==> config.mk <==
export PLATFORM = sky130hd
export DESIGN_NAME = ndef_record_header_parser_flat
export DESIGN_NICKNAME = d
export VERILOG_FILES = /design/src/hw/rtl/ndefp_pkg.sv /design/src/hw/rtl/ndefp_in_if.sv /design/src/hw/rtl/ndefp_out_if.sv /design/src/hw/rtl/ndefp_status.sv /design/src/hw/rtl/ndef_record_header_parser.sv /design/src/flat_wrapper.sv
export SDC_FILE = /design/constraint.sdc
export NUM_CORES = 1
export LEC_CHECK = 0
export BUFFER_PORTS_ARGS = -buffer_cell sky130_fd_sc_hd__buf_2
export CAP_MARGIN = 15
export CORE_MARGIN = 2
export CORE_UTILIZATION = 59
export CTS_CLUSTER_SIZE = 12
export DETAILED_ROUTE_END_ITERATION = 12
export GPL_ROUTABILITY_DRIVEN = 0
export MAX_ROUTING_LAYER = met4
export PLACE_DENSITY = 0.78
export SLEW_MARGIN = 20
export SYNTH_ARGS = -nofsm -noshare
export SYNTH_HDL_FRONTEND = slang
export SYNTH_SLANG_ARGS = --single-unit
==> constraint.sdc <==
create_clock -name clk -period 13.1 [get_ports clk]
set_clock_uncertainty 0.15 [all_clocks]
set_input_delay 1.965 -clock clk [delete_from_list [all_inputs] [get_ports clk]]
set_output_delay 1.965 -clock clk [all_outputs]
set_load 0.05 [all_outputs]
==> src/hw/rtl/ndefp_pkg.sv <==
package ndefp_pkg;

  localparam int COUNT_BITS    = 16;
  localparam int SUM_BITS      = 34;
  localparam int CFG_DATA_BITS = 16;

  localparam int FLAG_SR_BIT   = 4;
  localparam int FLAG_IL_BIT   = 3;
  localparam int LONG_LEN_BYTES = 4;

  localparam logic [2:0]  TNF_WELL_KNOWN = 3'd1;
  localparam logic [7:0]  TYPE_URI       = 8'h55;
  localparam logic [7:0]  TYPE_TEXT      = 8'h54;
  localparam logic [7:0]  PREFIX_MIN     = 8'd1;
  localparam logic [7:0]  PREFIX_MAX     = 8'd6;
  localparam logic [7:0]  CHAR_LO        = 8'd32;
  localparam logic [7:0]  CHAR_HI        = 8'd126;
  localparam logic [7:0]  CHAR_DOT       = 8'h2E;
  localparam logic [7:0]  HEX_LIMIT_RST  = 8'd24;
  localparam logic [15:0] TEXT_LIMIT_RST = 16'd72;

  localparam int SHORT_HDR_BYTES = 3;
  localparam int LONG_HDR_BYTES  = 6;

  typedef logic [COUNT_BITS-1:0] count_t;

  typedef enum logic [3:0] {
    PH_FLAGS   = 4'd0,
    PH_TYPELEN = 4'd1,
    PH_PAYLEN  = 4'd2,
    PH_IDLEN   = 4'd3,
    PH_TYPE    = 4'd4,
    PH_ID      = 4'd5,
    PH_URI     = 4'd6,
    PH_LANGHDR = 4'd7,
    PH_LANG    = 4'd8,
    PH_BODY    = 4'd9,
    PH_TRAIL   = 4'd10
  } phase_t;

  typedef enum logic [1:0] {
    KIND_NONE  = 2'd0,
    KIND_URI   = 2'd1,
    KIND_TEXT  = 2'd2,
    KIND_OTHER = 2'd3
  } kind_t;

  typedef enum logic [2:0] {
    ST_OK        = 3'd0,
    ST_EMPTY     = 3'd1,
    ST_SHORT     = 3'd2,
    ST_TRUNC_HDR = 3'd3,
    ST_TRUNC_ID  = 3'd4,
    ST_TRUNC_REC = 3'd5
  } status_t;

  typedef enum logic {
    CFG_HEX_SHOW_LIMIT  = 1'b0,
    CFG_TEXT_SHOW_LIMIT = 1'b1
  } cfg_index_t;

  typedef struct packed {
    logic [7:0]  flag_bits;
    logic [7:0]  type_len;
    logic [7:0]  id_len;
    logic [31:0] pay_len;
  } hdr_t;

endpackage

==> src/hw/rtl/ndefp_in_if.sv <==
interface ndefp_in_if;
  logic       valid;
  logic       ready;
  logic       has_byte;
  logic [7:0] byte_value;
  logic       last;

  modport source (output valid, has_byte, byte_value, last, input ready);
  modport sink   (input valid, has_byte, byte_value, last, output ready);
endinterface

==> src/hw/rtl/ndefp_out_if.sv <==
interface ndefp_out_if;
  logic        valid;
  logic        ready;
  logic [3:0]  region;
  logic [7:0]  display_char;
  logic        shown;
  logic [1:0]  record_kind;
  logic [2:0]  uri_code;
  logic [31:0] payload_length;
  logic [2:0]  status;
  logic        end_flag;

  modport source (
    output valid, region, display_char, shown, record_kind, uri_code,
           payload_length, status, end_flag,
    input  ready
  );
  modport sink (
    input  valid, region, display_char, shown, record_kind, uri_code,
           payload_length, status, end_flag,
    output ready
  );
endinterface

==> src/hw/rtl/ndefp_status.sv <==
module ndefp_status (
  input  ndefp_pkg::hdr_t    hdr,
  input  ndefp_pkg::count_t  count,
  output ndefp_pkg::status_t status
);
  import ndefp_pkg::*;

  logic                sr;
  logic                il;
  logic [2:0]          idx;
  logic [2:0]          idx_full;
  logic [SUM_BITS-1:0] needed;

  always_comb begin
    sr       = hdr.flag_bits[FLAG_SR_BIT];
    il       = hdr.flag_bits[FLAG_IL_BIT];
    idx      = sr ? 3'(SHORT_HDR_BYTES) : 3'(LONG_HDR_BYTES);
    idx_full = il ? idx + 3'd1 : idx;
    needed   = SUM_BITS'(idx_full) + SUM_BITS'(hdr.type_len)
             + (il ? SUM_BITS'(hdr.id_len) : '0) + SUM_BITS'(hdr.pay_len);
    if (count == '0) begin
      status = ST_EMPTY;
    end else if (count < COUNT_BITS'(SHORT_HDR_BYTES)) begin
      status = ST_SHORT;
    end else if (!sr && count < COUNT_BITS'(LONG_HDR_BYTES)) begin
      status = ST_TRUNC_HDR;
    end else if (il && count <= COUNT_BITS'(idx)) begin
      status = ST_TRUNC_ID;
    end else if (needed > SUM_BITS'(count)) begin
      status = ST_TRUNC_REC;
    end else begin
      status = ST_OK;
    end
  end
endmodule

==> src/hw/rtl/ndef_record_header_parser.sv <==
// NDEF first-record header parser, one message byte per item.
// An accepted item is loaded into the input register, and its result is then
// loaded into the result register, from which it is offered.
// Throughput: one item per cycle; a held result stalls the input register.
// Reset (rst, synchronous): parser state cleared, both pipeline registers
// emptied, hex_show_limit set to 24 and text_show_limit to 72.
module ndef_record_header_parser (
  input  logic                                    clk,
  input  logic                                    rst,
  input  logic                                    cfg_we,
  input  ndefp_pkg::cfg_index_t                   cfg_index,
  input  logic [ndefp_pkg::CFG_DATA_BITS-1:0]     cfg_data,
  ndefp_in_if.sink                                inbound,
  ndefp_out_if.source                             outbound
);
  import ndefp_pkg::*;

  logic [7:0]  hex_show_limit;
  logic [15:0] text_show_limit;

  logic        in_valid_q;
  logic        has_q;
  logic [7:0]  byte_q;
  logic        last_q;
  logic        advance;

  count_t      byte_count, byte_count_next;
  phase_t      phase, phase_next;
  logic [7:0]  flag_bits, flag_bits_next;
  logic [7:0]  type_len, type_len_next;
  logic [7:0]  id_len, id_len_next;
  logic [31:0] pay_len, pay_len_next;
  logic [31:0] field_pos, field_pos_next;
  logic [7:0]  first_type_byte, first_type_byte_next;
  logic [5:0]  lang_len, lang_len_next;
  kind_t       kind, kind_next;
  logic [2:0]  prefix_code, prefix_code_next;

  phase_t      region_c;
  logic [7:0]  disp_c;
  logic        shown_c;
  logic        hdr_done;
  logic        type_done;
  logic        pay_start;
  logic [5:0]  lang_c;
  logic [31:0] body_start;
  logic [15:0] body_limit;
  hdr_t        hdr_c;
  status_t     status_calc;
  status_t     status_c;

  logic        out_valid;

  assign advance       = in_valid_q && (!out_valid || outbound.ready);
  assign inbound.ready = !in_valid_q || advance;

  always_comb begin
    byte_count_next      = byte_count;
    phase_next           = phase;
    flag_bits_next       = flag_bits;
    type_len_next        = type_len;
    id_len_next          = id_len;
    pay_len_next         = pay_len;
    field_pos_next       = field_pos;
    first_type_byte_next = first_type_byte;
    lang_len_next        = lang_len;
    kind_next            = kind;
    prefix_code_next     = prefix_code;
    region_c             = PH_FLAGS;
    disp_c               = '0;
    shown_c              = 1'b0;
    hdr_done             = 1'b0;
    type_done            = 1'b0;
    pay_start            = 1'b0;
    lang_c               = byte_q[5:0];
    body_start           = '0;
    body_limit           = {8'b0, hex_show_limit};

    if (has_q) begin
      disp_c = (byte_q >= CHAR_LO && byte_q <= CHAR_HI) ? byte_q : CHAR_DOT;
      if (byte_count != '1) begin
        byte_count_next = byte_count + count_t'(1);
      end
      region_c = phase;
      case (phase)
        PH_FLAGS: begin
          flag_bits_next = byte_q;
          type_len_next  = '0;
          id_len_next    = '0;
          pay_len_next   = '0;
          phase_next     = PH_TYPELEN;
        end
        PH_TYPELEN: begin
          type_len_next  = byte_q;
          field_pos_next = '0;
          phase_next     = PH_PAYLEN;
        end
        PH_PAYLEN: begin
          if (flag_bits[FLAG_SR_BIT]) begin
            pay_len_next = {24'b0, byte_q};
            hdr_done     = 1'b1;
          end else begin
            pay_len_next   = {pay_len[23:0], byte_q};
            field_pos_next = field_pos + 32'd1;
            hdr_done       = field_pos_next >= 32'(LONG_LEN_BYTES);
          end
          if (hdr_done && flag_bits[FLAG_IL_BIT]) begin
            hdr_done   = 1'b0;
            phase_next = PH_IDLEN;
          end
        end
        PH_IDLEN: begin
          id_len_next = byte_q;
          hdr_done    = 1'b1;
        end
        PH_TYPE: begin
          shown_c = 1'b1;
          if (field_pos == '0) begin
            first_type_byte_next = byte_q;
          end
          field_pos_next = field_pos + 32'd1;
          type_done      = field_pos_next >= {24'b0, type_len};
        end
        PH_ID: begin
          field_pos_next = field_pos + 32'd1;
          pay_start      = field_pos_next >= {24'b0, id_len};
        end
        PH_URI: begin
          prefix_code_next = (byte_q >= PREFIX_MIN && byte_q <= PREFIX_MAX) ? byte_q[2:0]
                                                                            : 3'd0;
          field_pos_next   = 32'd1;
          phase_next       = (pay_len > 32'd1) ? PH_BODY : PH_TRAIL;
        end
        PH_LANGHDR: begin
          field_pos_next = 32'd1;
          if (pay_len > {26'b0, lang_c} + 32'd1) begin
            kind_next     = KIND_TEXT;
            lang_len_next = lang_c;
            phase_next    = (lang_c != '0) ? PH_LANG : PH_BODY;
          end else begin
            kind_next  = KIND_OTHER;
            region_c   = PH_BODY;
            shown_c    = hex_show_limit != '0;
            phase_next = (pay_len > 32'd1) ? PH_BODY : PH_TRAIL;
          end
        end
        PH_LANG: begin
          field_pos_next = field_pos + 32'd1;
          if (field_pos_next >= {26'b0, lang_len} + 32'd1) begin
            phase_next = PH_BODY;
          end
        end
        PH_BODY: begin
          if (kind == KIND_URI) begin
            body_start = 32'd1;
            body_limit = text_show_limit;
          end else if (kind == KIND_TEXT) begin
            body_start = {26'b0, lang_len} + 32'd1;
            body_limit = text_show_limit;
          end
          shown_c        = (field_pos - body_start) < {16'b0, body_limit};
          field_pos_next = field_pos + 32'd1;
          if (field_pos_next >= pay_len) begin
            phase_next = PH_TRAIL;
          end
        end
        default: begin
          region_c   = PH_TRAIL;
          phase_next = PH_TRAIL;
        end
      endcase
    end

    if (hdr_done) begin
      if (type_len_next != '0) begin
        field_pos_next = '0;
        phase_next     = PH_TYPE;
      end else begin
        type_done = 1'b1;
      end
    end
    if (type_done) begin
      if (id_len_next != '0) begin
        field_pos_next = '0;
        phase_next     = PH_ID;
      end else begin
        pay_start = 1'b1;
      end
    end
    if (pay_start) begin
      field_pos_next = '0;
      if (pay_len_next == '0) begin
        kind_next  = KIND_OTHER;
        phase_next = PH_TRAIL;
      end else if (flag_bits_next[2:0] == TNF_WELL_KNOWN && type_len_next == 8'd1
                   && first_type_byte_next == TYPE_URI) begin
        kind_next  = KIND_URI;
        phase_next = PH_URI;
      end else if (flag_bits_next[2:0] == TNF_WELL_KNOWN && type_len_next == 8'd1
                   && first_type_byte_next == TYPE_TEXT) begin
        phase_next = PH_LANGHDR;
      end else begin
        kind_next  = KIND_OTHER;
        phase_next = PH_BODY;
      end
    end
  end

  assign hdr_c = '{flag_bits: flag_bits_next, type_len: type_len_next,
                   id_len: id_len_next, pay_len: pay_len_next};

  ndefp_status u_status (
    .hdr    (hdr_c),
    .count  (byte_count_next),
    .status (status_calc)
  );

  assign status_c = last_q ? status_calc : ST_OK;

  always_ff @(posedge clk) begin
    if (rst) begin
      hex_show_limit  <= HEX_LIMIT_RST;
      text_show_limit <= TEXT_LIMIT_RST;
      in_valid_q      <= 1'b0;
      out_valid       <= 1'b0;
      byte_count      <= '0;
      phase           <= PH_FLAGS;
      flag_bits       <= '0;
      type_len        <= '0;
      id_len          <= '0;
      pay_len         <= '0;
      field_pos       <= '0;
      first_type_byte <= '0;
      lang_len        <= '0;
      kind            <= KIND_NONE;
      prefix_code     <= '0;
    end else begin
      if (cfg_we) begin
        case (cfg_index)
          CFG_HEX_SHOW_LIMIT:  hex_show_limit  <= cfg_data[7:0];
          CFG_TEXT_SHOW_LIMIT: text_show_limit <= cfg_data[15:0];
          default: ;
        endcase
      end
      if (inbound.valid && inbound.ready) begin
        in_valid_q <= 1'b1;
      end else if (advance) begin
        in_valid_q <= 1'b0;
      end
      if (advance) begin
        out_valid <= 1'b1;
      end else if (outbound.ready) begin
        out_valid <= 1'b0;
      end
      if (advance) begin
        if (last_q) begin
          byte_count      <= '0;
          phase           <= PH_FLAGS;
          flag_bits       <= '0;
          type_len        <= '0;
          id_len          <= '0;
          pay_len         <= '0;
          field_pos       <= '0;
          first_type_byte <= '0;
          lang_len        <= '0;
          kind            <= KIND_NONE;
          prefix_code     <= '0;
        end else begin
          byte_count      <= byte_count_next;
          phase           <= phase_next;
          flag_bits       <= flag_bits_next;
          type_len        <= type_len_next;
          id_len          <= id_len_next;
          pay_len         <= pay_len_next;
          field_pos       <= field_pos_next;
          first_type_byte <= first_type_byte_next;
          lang_len        <= lang_len_next;
          kind            <= kind_next;
          prefix_code     <= prefix_code_next;
        end
      end
    end
  end

  always_ff @(posedge clk) begin
    if (inbound.valid && inbound.ready) begin
      has_q  <= inbound.has_byte;
      byte_q <= inbound.byte_value;
      last_q <= inbound.last;
    end
    if (advance) begin
      outbound.region         <= region_c;
      outbound.display_char   <= disp_c;
      outbound.shown          <= shown_c;
      outbound.record_kind    <= kind_next;
      outbound.uri_code       <= prefix_code_next;
      outbound.payload_length <= pay_len_next;
      outbound.status         <= status_c;
      outbound.end_flag       <= last_q;
    end
  end

  assign outbound.valid = out_valid;
endmodule

==> src/flat_wrapper.sv <==
// flat-port wrapper written by rule: the top's interface ports become plain ports
module ndef_record_header_parser_flat import ndefp_pkg::*;
  (clk, rst, cfg_we, cfg_index, cfg_data, inbound_valid, inbound_has_byte, inbound_byte_value, inbound_last, inbound_ready, outbound_valid, outbound_region, outbound_display_char, outbound_shown, outbound_record_kind, outbound_uri_code, outbound_payload_length, outbound_status, outbound_end_flag, outbound_ready);
  ndefp_in_if inbound_i ();
  ndefp_out_if outbound_i ();
  input  logic clk;
  input  logic rst;
  input  logic cfg_we;
  input  ndefp_pkg::cfg_index_t cfg_index;
  input  logic [ndefp_pkg::CFG_DATA_BITS-1:0] cfg_data;
  input wire logic [$bits(inbound_i.valid)-1:0] inbound_valid;
  input wire logic [$bits(inbound_i.has_byte)-1:0] inbound_has_byte;
  input wire logic [$bits(inbound_i.byte_value)-1:0] inbound_byte_value;
  input wire logic [$bits(inbound_i.last)-1:0] inbound_last;
  output wire logic [$bits(inbound_i.ready)-1:0] inbound_ready;
  output wire logic [$bits(outbound_i.valid)-1:0] outbound_valid;
  output wire logic [$bits(outbound_i.region)-1:0] outbound_region;
  output wire logic [$bits(outbound_i.display_char)-1:0] outbound_display_char;
  output wire logic [$bits(outbound_i.shown)-1:0] outbound_shown;
  output wire logic [$bits(outbound_i.record_kind)-1:0] outbound_record_kind;
  output wire logic [$bits(outbound_i.uri_code)-1:0] outbound_uri_code;
  output wire logic [$bits(outbound_i.payload_length)-1:0] outbound_payload_length;
  output wire logic [$bits(outbound_i.status)-1:0] outbound_status;
  output wire logic [$bits(outbound_i.end_flag)-1:0] outbound_end_flag;
  input wire logic [$bits(outbound_i.ready)-1:0] outbound_ready;
  assign inbound_i.valid = inbound_valid;
  assign inbound_i.has_byte = inbound_has_byte;
  assign inbound_i.byte_value = inbound_byte_value;
  assign inbound_i.last = inbound_last;
  assign inbound_ready = inbound_i.ready;
  assign outbound_valid = outbound_i.valid;
  assign outbound_region = outbound_i.region;
  assign outbound_display_char = outbound_i.display_char;
  assign outbound_shown = outbound_i.shown;
  assign outbound_record_kind = outbound_i.record_kind;
  assign outbound_uri_code = outbound_i.uri_code;
  assign outbound_payload_length = outbound_i.payload_length;
  assign outbound_status = outbound_i.status;
  assign outbound_end_flag = outbound_i.end_flag;
  assign outbound_i.ready = outbound_ready;
  ndef_record_header_parser u_core (.clk(clk), .rst(rst), .cfg_we(cfg_we), .cfg_index(cfg_index), .cfg_data(cfg_data), .inbound(inbound_i), .outbound(outbound_i));
endmodule
# ---- Word level (Yosys, flattened, before mapping)
# Index checks and enable logic that the tools add are counted.
dict set report word_totals {
  elab_cells 211
  ff_bits 214
}
dict set report classes {
  addsub 9
  n_mux 101
  bitwise_logic 2
  eq_ne 16
  n_lt_le_gt_ge 16
  n_reduce_logical 38
}
# operator count
set ops {}
lappend ops {{two-way mux 32 bit} 15}
lappend ops {{one-hot mux 32 bit (4 select lines)} 1}
lappend ops {{two-way mux 16 bit} 7}
lappend ops {{two-way mux 8 bit} 9}
lappend ops {{>= comparator 32 bit} 2}
lappend ops {{>= comparator 32 x 8 -> 1 bit} 2}
lappend ops {{zero test 32 bit} 2}
lappend ops {{one-hot mux 32 bit (2 select lines)} 1}
lappend ops {{two-way mux 4 bit} 15}
lappend ops {{adder 10 x 32 -> 33 bit} 1}
lappend ops {{greater-than comparator 33 x 16 -> 1 bit} 1}
lappend ops {{adder 32 x 1 -> 32 bit (second input constant)} 1}
lappend ops {{>= comparator 32 x 3 -> 1 bit (second input constant)} 1}
lappend ops {{greater-than comparator 32 x 1 -> 1 bit (second input constant)} 1}
lappend ops {{greater-than comparator 32 bit} 1}
lappend ops {{< comparator 32 x 16 -> 1 bit} 1}
lappend ops {{one-hot mux 4 bit (8 select lines)} 1}
lappend ops {{one-hot mux 8 bit (2 select lines)} 2}
lappend ops {{subtractor 32 bit} 1}
lappend ops {{two-way mux 6 bit} 5}
lappend ops {{two-way mux 3 bit} 8}
lappend ops {{nonzero test 8 bit} 3}
lappend ops {{two-way mux 1 bit} 21}
lappend ops {{two-way mux 2 bit} 10}
lappend ops {{other kinds (40)} 70}

# ---- Depth between registers and ports, before layout
# Gate-level depths: netlist (run 1).
dict set report logic_depth {
  word_depth 15
  depth_mapped 30
  ltp_nobuf 27
}

# ---- Cells and area by module
# From an unflattened synthesis (run 1), not the netlist that was laid out.
dict set report unflattened {
  cells_unflattened 1841
  hier_area_um2 15419.8
}
# module n_inst cells_each seq_area_each_um2 area_per_inst_um2
set by_module_without_submodules {}
lappend by_module_without_submodules {ndef_record_header_parser 1 1564 4984.8 13357.8}
lappend by_module_without_submodules {ndefp_status 1 277 0.0 2062.0}

# ---- Least setup slack after synthesis (run 1)
# Ideal clock, no wire load.
dict set report synth_path {
  kind {reg2reg}
  from {register u_core.has_q}
  to {register u_core.outbound.status[0] (netlist bit), data pin}
  path_stages_with_launch 30
  arrival_time_ps 6774
  path_slack_ps 5917
  period_less_slack_ps 7183
  required_time_ps 12691
  setup_ps 259
  cell_sequence {edfxtp_1 or4b_2 clkbuf_1 buf_2 clkbuf_1 nor2_1 mux2i_1 inv_1 ha_1 inv_1 fa_1 fa_1 inv_1 ha_1 fa_1 a211oi_1 o211ai_1 a31o_2 nand2_1 xnor2_1 ha_1 a21o_1 a21oi_1 o21ai_0 a2111oi_0 nor3_1 a211oi_1 nand3_1 o21ai_0 a21oi_1}
}
dict set report synth_between {
  elab_chain_cells 13
  word_cells_on_any_way 25
  classes_between {add/sub (4); order compare (4); mux (13); reduce/logical (4)}
}
# item line
set synth_lines {}
lappend synth_lines {{start: declaration} ndef_record_header_parser.sv:22} ;# logic has_q;
lappend synth_lines {{start signal: assignment} ndef_record_header_parser.sv:287} ;# has_q <= inbound.has_byte;
lappend synth_lines {{two-way mux 5 bit} ndef_record_header_parser.sv:79} ;# if (has_q) begin
lappend synth_lines {{two-way mux 3 bit} ndefp_status.sv:17} ;# idx = sr ? 3'(SHORT_HDR_BYTES) : 3'(LONG_HDR_BYTES);
lappend synth_lines {{adder 3 x 1 -> 3 bit} ndefp_status.sv:18} ;# idx_full = il ? idx + 3'd1 : idx;
lappend synth_lines {{two-way mux 3 bit} ndefp_status.sv:18}
lappend synth_lines {{adder 3 x 8 -> 9 bit} ndefp_status.sv:19} ;# needed = SUM_BITS'(idx_full) + SUM_BITS'(hdr.type_len)
lappend synth_lines {{adder 9 x 8 -> 10 bit} ndefp_status.sv:20} ;# + (il ? SUM_BITS'(hdr.id_len) : '0) + SUM_BITS'(hdr.pay_len);
lappend synth_lines {{adder 10 x 32 -> 33 bit} ndefp_status.sv:20}
lappend synth_lines {{greater-than comparator 33 x 16 -> 1 bit} ndefp_status.sv:29} ;# end else if (needed > SUM_BITS'(count)) begin
lappend synth_lines {{two-way mux 3 bit} ndefp_status.sv:29}
lappend synth_lines {{two-way mux 3 bit} ndefp_status.sv:27} ;# end else if (il && count <= COUNT_BITS'(idx)) begin
lappend synth_lines {{two-way mux 2 bit} ndefp_status.sv:25} ;# end else if (!sr && count < COUNT_BITS'(LONG_HDR_BYTES)) begin
lappend synth_lines {{two-way mux 2 bit} ndefp_status.sv:23} ;# end else if (count < COUNT_BITS'(SHORT_HDR_BYTES)) begin
lappend synth_lines {{two-way mux 1 bit *} ndefp_status.sv:21} ;# if (count == '0) begin
lappend synth_lines {{end signal: assignment} ndef_record_header_parser.sv:298} ;# outbound.status <= status_c;
lappend synth_lines {{end: declaration} ndefp_out_if.sv:15} ;# payload_length, status, end_flag,
# Every way passes the cells marked *; elsewhere a longest branch is shown, timed or not.
# A chain may end at the register's enable or synchronous reset.

# ---- Worst setup path in the final report (run 1)
# Ends and elaborated chain as after synthesis.

==> run metrics, run 1 <==
ANT nets after route 0; GR Overflow Total 0; FF-to-FF path depth 27; root buffer cell clkbuf_16; std cell rows slightly below 60; max frequency 0.116 GHz; Final setup violation count 0; Seq/Total Area, Yosys approximately a third; RR Endpoint u_core.outbound.status[0]$_SDFFCE_PN0P_; WL per Instance about 20 um; top-area cell type share of the netlist area approximately a fifth; CP Buf/Inv Count 4; Skew-Pair Late Insertion Delay roughly 0.55 ns; hold path start u_core.text_show_limit[7]$_SDFFE_PP0P_; Initial Utilization 59.8%; RSZ-0062 raised after global routing false; reg-to-reg slack, setup 4.49 ns; largest net degree at the start of global routing 77; CTS Buf Count 25; top cells by area, synth dfxtp_1, edfxtp_1, ha_1; Layout area overhead 8.74%; num ports just under 90; Final Net Count 1980; number of synthesized register bits 214; first-pass GRT wire length 68.2 mm; max-slew violation count 0; count leader, synth nor2_1; worst hold path class register to register; CP max FO 51; Worst path max stage delay 1.06 ns; part of the cycle the worst path needs 65.7%; DR vias around 14000; Iteration-0 DRC Markers 1525; pre-CTS setup slack approximately 4.7 ns; mapped cell area between 10000 and 15000 um^2; Die Span Y 163 um; CTS Buffer Depth 3; number of global-route vias before repair 12963; slowest CP cell or4b_2; Critical Path RT 13.22 ns; data arrival time of the critical path 8.73 ns; Hold-fix buffers, CTS 0; Syn Area/Cell 8.38 um^2; Hold EP u_core.text_show_limit[7]$_SDFFE_PP0P_; drt pass-1 iters 9; Pwr Density 95.9 nW/um^2; DIE AREA around 27000 um^2; async set-or-reset flop fraction in the synthesized netlist 0%; measured slew at the worst slew-check pin between 1 and 1.5 ns; final core occ 65.1%; MaxCap Viol Count 0; EDFF count, synth 64; Fin Hold WS 0.307 ns; post-CTS resize count 0; top cell type by total area after synthesis dfxtp_1; CTS sink cnt 214; startpoint types register; antenna violations before repair 0; fin cells 2158; Die W 163 um; top_reg_cell synth dfxtp_1; most frequent cells after synthesis nor2_1, nand2_1, dfxtp_1; CTS tree yes; Leak 6.64 nW; Worst-path clk slew 0.06 ns; critical setup path kind register to register; status finished, final reports clean; H-tree Lvls 1; synth warn 0; Mapped Cells between 1500 and 2000; diodes inserted 0; gr usage total 32.8%; Post-Synthesis Net Count between 1500 and 2000; final hold vios 0; Vias/cell 6.53; fraction of final layout cells sized beyond drive strength 1 under 10%; Setup WS post-layout around 4.5 ns; DP HPWL 30.4 mm; Final Critical Period 8.61 ns; number of buffers added on ports 87; Slew headroom 28.1%; CP Capture Type register; post-synth cell types 89; post-CTS setup repair buffer count 0; setup TNS 0 ns; # DRC 0; core area 25000 um^2; placed cell count 2112; WHS Path Cells 2; top cell family by delay on the critical path compound AO/OA/AOI/OAI gates; drt total wl 42.9 mm; RR Startpoint u_core.has_q$_DFFE_PP_; peak ir drop on the vdd network 0.0985 mV
[cell type report]
class	count	area, um^2
Sequential cell	214	4920
Timing Repair Buffer	100	536
Clock inverter	11	140
Tap cell	330	413
Clock buffer	35	697
Fill cell	2140	8740
Inverter	97	364
Multi-Input combinational cell	1371	9220
[kinds of logic (layout without fill, tap and decap cells)]
kind of cell,after synthesis,count (layout),share of synthesized area [%]
flip-flops,214,214,32.9
other,1,1,0.0250
multiplexers,22,22,1.52
adder cells (fa/ha/maj),139,139,12.2
XOR/XNOR,82,82,4.79
buffers and inverters,203,243,5.68
AO/OA/AOI/OAI,454,454,20.4
AND/OR/NAND/NOR,673,673,22.5
[layout by cell type, fill, tap and decap left out, types with 64 or more instances in the layout]
cell      count
o21ai_0      83
edfxtp_1     64
dfxtp_1     150
nand2_1     166
inv_1        95
buf_2        86
nor2_1      185
ha_1        128
nand3_1      67
a21oi_1      95
a22oi_1      73
[worst max path at each step]
stage	start	end	slack [ns]	cells past startpoint
global placement	u_core.has_q$_DFFE_PP_	u_core.outbound.status[0]$_SDFFCE_PN0P_	5.13	27
finish	u_core.has_q$_DFFE_PP_	u_core.outbound.status[0]$_SDFFCE_PN0P_	4.49	27
global route	u_core.has_q$_DFFE_PP_	u_core.outbound.status[0]$_SDFFCE_PN0P_	3.99	27
floorplan	u_core.has_q$_DFFE_PP_	u_core.outbound.status[0]$_SDFFCE_PN0P_	5.92	29
detailed placement	u_core.has_q$_DFFE_PP_	u_core.outbound.status[0]$_SDFFCE_PN0P_	4.65	27
CTS	u_core.has_q$_DFFE_PP_	u_core.outbound.status[0]$_SDFFCE_PN0P_	4.63	27
[routing by layer]
layer	up-vias	track usage, %	routed length [um]	share of wire, %
li1	6590	-	-	-
met1	6595	44.2	17900	42
met2	755	48.8	18700	44
met3	145	6.73	4470	10
met4	0	12.3	1840	4.3
met5	-	-	0	0
[worst min-delay path, cell delays in order, from the launching register on]
cell,delay (ns)
dfxtp_1,0.31
nand2_1,0.05
a21oi_1,0.05
[report_power, final]
part	leakage [nW]	switching [W]	internal [W]	total (W)
clock network	0.412	0.000290	0.000431	0.000720
registers	1.82	0.0000133	0.000696	0.000709
logic	4.41	0.0000976	0.0000346	0.000132
total	6.64	0.000401	0.00116	0.00156
[state kept, by name, summed over array words and instances (netlist names), 2 cells and up]
register,count
u_core.field_pos,32
u_core.outbound.payload_length,32
u_core.pay_len,32
u_core.byte_count,16
u_core.text_show_limit,16
u_core.byte_q,8
u_core.first_type_byte,8
u_core.hex_show_limit,8
u_core.id_len,8
u_core.outbound.display_char,8
u_core.type_len,8
u_core.lang_len,6
u_core.flag_bits,5
u_core.outbound.region,4
u_core.phase,4
u_core.outbound.status,3
u_core.outbound.uri_code,3
u_core.prefix_code,3
u_core.kind,2
u_core.outbound.record_kind,2
[per-stage QoR]
stage | cell area, um^2 | total power (W)
final | 16300 | 0.00156
after floorplan | 15000 | 0.000814
after global placement | 15500 | 0.000849
after global routing | 16300 | 0.00160
after CTS | 16300 | 0.00156
after detailed placement | 15500 | 0.000852
Power figures use the tool's default switching activity.
==> run 2: changes to the inputs <==
==> constraint.sdc (replaced) <==
create_clock -name clk -period 7.95 [get_ports clk]
set_clock_uncertainty 0.15 [all_clocks]
set_input_delay 1.1925 -clock clk [delete_from_list [all_inputs] [get_ports clk]]
set_output_delay 1.1925 -clock clk [all_outputs]
set_load 0.05 [all_outputs]
==> run metrics, run 2 (synthesis gave the netlist of run 1 again) <==
setup TNS 0 ns (unchanged); CTS Buf Count 24 (-4.0%); most common cell after layout, fill and taps aside nor2_1; Die Span Y 163 um (unchanged); core area 25000 um^2 (unchanged); Worst Setup SP u_core.has_q$_DFFE_PP_; Skew-Pair Late Insertion Delay 0.53 ns (-0.02 ns); Leak 6.64 nW (about the same); top flop regs u_core.field_pos (32), u_core.outbound.payload_length (32), u_core.pay_len (32); Worst path max stage delay 0.54 ns (-0.52 ns); worst hold path class register to register; DIE AREA 26700 um^2 (unchanged); Slew headroom 22.4% (-5.7 points); GR Overflow Total 0 (unchanged); peak ir drop on the vdd network 0.224 mV (+130%); slowest CP cell fa_1; # DRC 0 (unchanged); startpoint types register; drt total wl 42.8 mm (-0.21%); Final Critical Period 7.41 ns (-1.20 ns); most used cell along the critical path fa_1; Final setup violation count 0 (unchanged); worst setup path endpoint u_core.outbound.status[0]$_SDFFCE_PN0P_; Fill cells 2082 (-2.7%); data arrival time of the critical path 7.54 ns (-1.19 ns); Worst-path clk slew 0.07 ns (about the same); antenna violations before repair 0 (unchanged); CP max FO 50 (-2.0%); measured slew at the worst slew-check pin 1.13 ns (+0.0832 ns); Net Switching 0.000648 W (+62%); Critical Path RT 8.08 ns (-5.14 ns); H-tree Lvls 1 (unchanged); Vias/cell 6.47 (-0.84%); reg-to-reg slack, setup 0.54 ns (-3.95 ns); DP Area 15500 um^2 (+0.24%); Clock power frac 45.2% (-0.9 points); first-pass GRT wire length 68.0 mm (-0.27%); num ports 88 (unchanged); WL per Instance 19.8 um (-0.35%); Hold-fix buffers, CTS 0 (unchanged); pre-CTS setup slack 0.562 ns (-4.09 ns); DP HPWL 31.0 mm (+1.9%); number of buffers added on ports 87 (unchanged); Initial Utilization 59.8% (unchanged); final hold vios 0 (unchanged); Combinational Power Share 8.7% (+0.2 points); Net Sw Frac 25.6% (-0.042 points); RR Startpoint u_core.has_q$_DFFE_PP_; CP Capture Type register; fraction of final layout cells sized beyond drive strength 1 9.78% (-0.016 points); internal power 0.00188 W (+62%); post-CTS setup repair buffer count 0 (unchanged); max-slew violation count 0 (unchanged); std cell rows 58 (unchanged); CTS Buffer Depth 3 (unchanged); sequential power share 46.1% (+0.7 points); gr usage total 32.7% (-0.11 points); Pwr Density 155 nW/um^2 (+62%); max frequency 0.135 GHz (+16%); CTS tree yes; most frequent cells in the layout nor2_1, nand2_1, dfxtp_1; Iteration-0 DRC Markers 1773 (+16%); CTS sink cnt 214 (unchanged); RSZ-0062 raised after global routing false; root buffer cell clkbuf_16; part of the cycle the worst path needs 93.3% (+28 points); status finished, final reports clean; MaxCap Viol Count 0 (unchanged); FF-to-FF path depth 26 (-3.7%); Setup WS post-layout 0.536 ns (-3.95 ns); critical setup path kind register to register; final core occ 65.1% (about the same); fin area 16300 um^2 (about the same); Design Power 0.00253 W (+62%); post-CTS resize count 0 (unchanged); diodes inserted 0 (unchanged); largest net degree at the start of global routing 76 (-1.3%); drt pass-1 iters 6 (-3); ANT nets after route 0 (unchanged); Die W 163 um (unchanged); RR Endpoint u_core.outbound.status[0]$_SDFFCE_PN0P_; Final Net Count 1984 (+0.20%); Layout area overhead 8.81% (about the same); number of global-route vias before repair 12872 (-0.70%); DR vias 13986 (-0.70%)
run 2: changes by cell type in the layout (fill, tap and decap cells not counted), sizes merged:
cell      previous run  this run
buf                100       105
inv                 99        97
clkinv               5         9
clkinvlp             1         0
clkbuf              35        32
run 2: power by group through the flow:
| stage | Combinational (W) | Sequential, W | Clock [W] |
|---|---|---|---|
| after floorplan | 0.000120 | 0.00122 | 0 |
| after global placement | 0.000210 | 0.00119 | 0 |
| after detailed placement | 0.000215 | 0.00119 | 0 |
| after CTS | 0.000216 | 0.00117 | 0.00115 |
| after global routing | 0.000237 | 0.00117 | 0.00120 |
| final | 0.000221 | 0.00117 | 0.00114 |
run 2: layout make-up:
type	instances	area [um^2]	area share, %
multi-input combinational	1371	9230	56.6
timing repair buffer	105	573	3.51
tap	330	413	2.53
inverter	97	364	2.23
sequential	214	4920	30.2
clock buffer	32	661	4.05
clock inverter	12	140	0.860
run 2: worst min path at each step:
stage / start / endpoint / slack [ns] / cells past startpoint
after detailed placement: u_core.text_show_limit[15]$_SDFFE_PP0P_ / u_core.text_show_limit[15]$_SDFFE_PP0P_ / 0.30 / 2
after global placement: u_core.text_show_limit[4]$_SDFFE_PP0P_ / u_core.text_show_limit[4]$_SDFFE_PP0P_ / 0.30 / 2
after CTS: u_core.text_show_limit[15]$_SDFFE_PP0P_ / u_core.text_show_limit[15]$_SDFFE_PP0P_ / 0.31 / 2
final: u_core.text_show_limit[7]$_SDFFE_PP0P_ / u_core.text_show_limit[7]$_SDFFE_PP0P_ / 0.30 / 2
after global routing: u_core.text_show_limit[12]$_SDFFE_PP0P_ / u_core.text_show_limit[12]$_SDFFE_PP0P_ / 0.33 / 2
after floorplan: u_core.text_show_limit[0]$_SDFFE_PP0P_ / u_core.text_show_limit[0]$_SDFFE_PP0P_ / 0.28 / 2
run 2: through the flow:
step | std cells | hold slack (ns)
final | 2161 | 0.305
after global routing | 2161 | 0.326
after CTS | 2161 | 0.307
after global placement | 2117 | 0.295
after detailed placement | 2117 | 0.297
after floorplan | 1788 | 0.283
run 2: layer usage:
metal / GRT usage (%) / up-vias / part of all wire [%] / wire length [um]
li1: - / 6592 / - / -
met1: 44.6 / 6525 / 43 / 18200
met2: 49.6 / 743 / 44 / 19000
met3: 5.31 / 126 / 9.8 / 4200
met4: 11.1 / 0 / 3.3 / 1420
met5: - / - / 0 / 0
run 2: worst max-delay path, delay by kind of cell, from the launching register on:
kind	cells	cell delay (ns)
flops	1	0.33
compound gates	11	2.58
buf+inv	3	0.57
xor+xnor	1	0.13
simple gates	6	1.38
fa+ha+maj	5	1.98
